$ cat src/hw/rtl/npcs_pkg.sv
// Shared types and constants for the nearest palette color search block.
// Used by npcs_palette_mem, npcs_dist_pipe and nearest_palette_color_search.
`default_nettype none
package npcs_pkg;

	localparam int CH_W      = 8;   // one color channel
	localparam int ENTRY_W   = 24;  // packed RGB entry
	localparam int PAL_IDX_W = 8;   // palette index field
	localparam int SQ_W      = 16;  // square of a channel difference
	localparam int DIST_W    = 26;  // weighted distance, scaled by 1000
	localparam int SIZE_W    = 9;   // palette_size register

	// Luma weights scaled by 1000
	localparam logic [9:0] W_RED   = 10'd299;
	localparam logic [9:0] W_GREEN = 10'd587;
	localparam logic [9:0] W_BLUE  = 10'd114;

	localparam logic [DIST_W-1:0] MAX_DIST   = 26'd65025000;
	localparam logic [SIZE_W-1:0] SIZE_RESET = 9'd256;

	// Request opcodes
	localparam logic OP_WRITE = 1'b0;
	localparam logic OP_QUERY = 1'b1;

	typedef struct packed {
		logic [CH_W-1:0] red;
		logic [CH_W-1:0] green;
		logic [CH_W-1:0] blue;
	} rgb_t;

	// Sideband that travels with each palette read down the pipeline
	typedef struct packed {
		logic                 valid;
		logic                 last;
		logic [PAL_IDX_W-1:0] idx;
	} tag_t;

endpackage
`default_nettype wire

$ cat src/hw/rtl/npcs_dist_pipe.sv
// Weighted squared distance pipeline: squares, weighted products, sum.
// Depends on npcs_pkg for widths, weights and the tag type.
`default_nettype none
module npcs_dist_pipe (
	input  wire                           clk,
	input  wire                           arst_n,
	input  npcs_pkg::tag_t                tag_s1,
	input  npcs_pkg::rgb_t                entry_s1,
	input  npcs_pkg::rgb_t                target,
	output npcs_pkg::tag_t                tag_s4,
	output logic [npcs_pkg::DIST_W-1:0]   dist_s4
);
	import npcs_pkg::*;

	logic [CH_W-1:0]   dr, dg, db;
	logic [SQ_W-1:0]   sq_r_s2, sq_g_s2, sq_b_s2;
	logic [DIST_W-1:0] pr_s3, pg_s3, pb_s3;
	tag_t              tag_s2, tag_s3;

	// Absolute channel differences
	assign dr = (entry_s1.red   >= target.red)   ? entry_s1.red   - target.red
	                                               : target.red   - entry_s1.red;
	assign dg = (entry_s1.green >= target.green) ? entry_s1.green - target.green
	                                               : target.green - entry_s1.green;
	assign db = (entry_s1.blue  >= target.blue)  ? entry_s1.blue  - target.blue
	                                               : target.blue  - entry_s1.blue;

	// Tag pipeline
	always_ff @(posedge clk or negedge arst_n) begin
		if (!arst_n) begin
			tag_s2 <= '0;
			tag_s3 <= '0;
			tag_s4 <= '0;
		end else begin
			tag_s2 <= tag_s1;
			tag_s3 <= tag_s2;
			tag_s4 <= tag_s3;
		end
	end

	// Datapath stages
	always_ff @(posedge clk) begin
		// s2: squares
		sq_r_s2 <= SQ_W'(dr) * SQ_W'(dr);
		sq_g_s2 <= SQ_W'(dg) * SQ_W'(dg);
		sq_b_s2 <= SQ_W'(db) * SQ_W'(db);
		// s3: constant weights
		pr_s3   <= DIST_W'(sq_r_s2) * DIST_W'(W_RED);
		pg_s3   <= DIST_W'(sq_g_s2) * DIST_W'(W_GREEN);
		pb_s3   <= DIST_W'(sq_b_s2) * DIST_W'(W_BLUE);
		// s4: sum, always below 2^26
		dist_s4 <= pr_s3 + pg_s3 + pb_s3;
	end

endmodule
`default_nettype wire

$ cat config.mk
export PLATFORM = sky130hd
export DESIGN_NAME = npcs_dist_pipe
export DESIGN_NICKNAME = d
export VERILOG_FILES = /design/src/hw/rtl/npcs_pkg.sv /design/src/hw/rtl/npcs_dist_pipe.sv
export SDC_FILE = /design/constraint.sdc
export NUM_CORES = 1
export LEC_CHECK = 0
export BUFFER_PORTS_ARGS = -buffer_cell sky130_fd_sc_hd__buf_2
export CORE_MARGIN = 1
export CORE_UTILIZATION = 40
export DETAILED_ROUTE_END_ITERATION = 8
export GPL_TIMING_DRIVEN = 0
export PLACE_DENSITY = 0.6
export RECOVER_POWER = 50
export REMOVE_ABC_BUFFERS = 1
export SLEW_MARGIN = 40
export SYNTH_ARGS = -nofsm -noshare
export SYNTH_HDL_FRONTEND = slang
export SYNTH_SLANG_ARGS = --single-unit
export TNS_END_PERCENT = 100
$ cat constraint.sdc
create_clock -name clk -period 4.8 [get_ports clk]
set_input_delay 0.96 -clock clk [delete_from_list [all_inputs] [get_ports clk]]
set_output_delay 0.96 -clock clk [all_outputs]
set_load 0.01 [all_outputs]
==> run_results.csv <==
group,metric,value,unit
timing,fmax,164,MHz
synthesis,syn_inst,1902,
timing,timing.final.ws_setup,-1.30,ns
critical_path,slowest_stage,"fa_2",
critical_path,path_buf_inv,8,
drt,firstDrtPassIters,5,
clocking,clkTransAtPathRegs,0.06,ns
place,port_buffers,95,
final_layout,antenna_cells,0,
drt,viasPerCell,5.01,
critical_path,cp_top_family,"adder cells",
global_routing,grt_max_degree,31,
drt,wirelength,40.3,mm
place,routabilityCongestion,0.852,
timing,setup_viol,33,
worst_hold_path,hold_class,"reg2reg",
synthesis,synth_ff_type,"dfxtp_1",
clocking,cts_root_buf,"clkbuf_16",
critical_path,start_kind,"primary input",
synthesis,synth.avg_cell_area,9.79,um2
clocking,htreeDepth,4,
final_layout,drive_gt1_frac,0.245,
status,violations,"capacitance limit, setup timing",
global_routing,grt.overflow.total,0,
critical_path,crit_fanout,3,
synthesis,synth_edf_count,0,
timing,period_needed,6.10,ns
synthesis,synth_seq_cells,171,
synthesis,ys_seq_area_frac,0.192,
clocking,cts_made_buffers,17,
final_layout,area_growth,23.9,%
clocking,tritoncts,"done",
synthesis,ys_types,64,
place,placed_cell_area,0.0198,mm2
floorplan,die_w,218,um
critical_path,end_kind,"flip-flop",
drt,wl_per_cell,14.7,um
critical_path,max_stage_delay,0.56,ns
floorplan,start_util,0.408,
status,status,"finished with violations",
timing,slew_headroom,0.000759,
place,dpl.hpwl,30.3,mm
drt,drc,0,
floorplan,coreArea,0.0457,mm2
timing,period_share,1.27,
synthesis,synth_warnings,0,
critical_path,critPathMostFrequentCell,"inv_2",
final_layout,stdcell_area,0.0231,mm2
timing,slew_violations,0,
drt,drtIter0Drc,516,
clocking,cts.sinks,171,
critical_path,cp.required,5.16,ns
run,cap_violations,1,
synthesis,async_flop_share,0.175,
global_routing,grt_usage,0.173,
clocking,cts_hold_buffers,0,
timing,hold_viol_final,0,
critical_path,path_class,"in2reg",
drt,ant_nets,0,
floorplan,die_area,0.0474,mm2
clocking,clk_latency,0.44,ns
synthesis,synth_area,0.0186,mm2
global_routing,grt_pass1_vias,14400,
global_routing,grt_pass1_wl,67.2,mm
floorplan,io-pin-count,96,
timing,worst_pin_slew,1.50,ns
timing,rsz0062_at_grt,"yes",
final_layout,fin_nets,2754,
drt,via_count,13700,
floorplan,num_rows,78,
clocking,clk_path_buf_depth,2,
timing,clock_skew,0.0104,ns
critical_path,worst_ep_arrival_time,6.47,ns
floorplan,die-height,218,um
global_routing,antenna_found_initial,2,
-- cell families after synthesis --
kind of cell	count (synthesis)	synth area share
simple gates	311	0.0785
xor+xnor	140	0.0703
flops	171	0.192
mux	18	0.00981
buf+inv	344	0.0703
other cells	2	0.000403
compound gates	352	0.122
fa+ha+maj	564	0.457
-- cells in the mapped netlist, types with 18 or more instances --
cell | n | area, um2
a21o_1 | 49 | 368
inv_1 | 316 | 1190
nand2_1 | 56 | 210
o21ai_0 | 57 | 285
xnor2_1 | 89 | 780
dfxtp_1 | 141 | 2820
a21oi_1 | 115 | 576
xor2_1 | 40 | 350
dfrtp_1 | 30 | 751
ha_1 | 371 | 4640
nor2_1 | 129 | 484
a211oi_1 | 22 | 165
a31oi_1 | 18 | 113
fa_1 | 193 | 3860
-- per-layer routing --
layer	part of all wire	wire length (um)	track usage	vias to the layer above
met5	0	0	0	-
met4	0.017	684	0.0445	0
li1	-	-	-	6805
met2	0.50	20000	0.306	219
met3	0.031	1260	0.0195	51
met1	0.46	18400	0.222	6654
-- cell type report --
| type | count | area (um2) |
|---|---|---|
| multi-input cells | 1392 | 15200 |
| repair buffers | 232 | 1710 |
| flip-flops and latches | 171 | 3570 |
| fillers | 4047 | 22600 |
| clock inverters | 11 | 154 |
| clock buffers | 20 | 468 |
| inverters | 316 | 1200 |
| well taps | 600 | 751 |
-- registers in the layout (all words and copies together) (netlist names), 15 cells and up --
signal   count
dist_s4     26
pb_s3       21
pg_s3       25
pr_s3       24
sq_b_s2     15
sq_g_s2     15
sq_r_s2     15
-- per-stage QoR --
stage / util / TNS (ns) / setup slack (ns) / hold slack [ns] / instances
global placement: 0.432 / -69.65 / -2.80 / 0.331 / 2574
global route: 0.505 / -33.74 / -1.53 / 0.354 / 2742
floorplan: - / -44.77 / -1.99 / 0.331 / 1879
finish: 0.505 / -27.41 / -1.30 / 0.347 / 2742
CTS: 0.489 / -23.84 / -1.29 / 0.349 / 2712
detailed placement: 0.433 / -67.04 / -2.68 / 0.335 / 2574
-- worst reg2reg max path: stages, from the launching register on --
cell	delay, ns
dfxtp_1	0.51
ha_1	0.30
ha_1	0.29
fa_1	0.51
inv_1	0.05
fa_1	0.47
inv_1	0.05
fa_1	0.43
ha_1	0.36
nand3_1	0.16
nor2_1	0.06
a31o_2	0.26
o21ai_1	0.32
o21ai_0	0.25
o311a_1	0.38
-- repair_timing --
item	in CTS	in global routing
setup endpoints to repair	36	38
gates cloned	1	0
pin swaps	149	118
gates resized for setup	246	125
setup buffers	110	37
-- layout by cell type, fill, tap and decap left out, types with 15 or more instances in the layout --
| cell type | synthesis | layout |
|---|---|---|
| inv_2 | 0 | 50 |
| fa_2 | 0 | 15 |
| buf_2 | 14 | 90 |
| a21oi_1 | 115 | 98 |
| a211oi_1 | 22 | 22 |
| xnor2_1 | 89 | 77 |
| buf_6 | 0 | 32 |
| dfxtp_1 | 141 | 141 |
| inv_1 | 316 | 262 |
| xor2_1 | 40 | 35 |
| o21a_1 | 16 | 16 |
| ha_4 | 0 | 36 |
| xnor2_2 | 10 | 17 |
| clkbuf_16 | 0 | 18 |
| ha_1 | 371 | 324 |
| dfrtp_1 | 30 | 30 |
| o21ai_0 | 57 | 44 |
| fa_1 | 193 | 178 |
| buf_4 | 0 | 102 |
| nand2_1 | 56 | 50 |
| nor2_1 | 129 | 105 |
| nor3_1 | 16 | 16 |
| a21o_1 | 49 | 47 |
-- path summary, 6_finish.rpt --
check	start	endpoint	slack, ns	cells after the start
max in group asynchronous	arst_n	tag_s3[9]$_DFF_PN0_	3.05	1
worst max register to register	sq_g_s2[9]$_DFF_P_	pg_s3[23]$_DFF_P_	0.29	14
worst min register to register	tag_s3[4]$_DFF_PN0_	tag_s4[4]$_DFF_PN0_	0.35	0
worst min-delay path	tag_s3[4]$_DFF_PN0_	tag_s4[4]$_DFF_PN0_	0.35	0
worst max-delay path	entry_s1[0]	sq_b_s2[13]$_DFF_P_	-1.30	27
min in group asynchronous	arst_n	tag_s2[1]$_DFF_PN0_	0.87	1
Power is not shown: default switching activity piles up to over one toggle a cycle in this logic, so the estimate is an artifact.
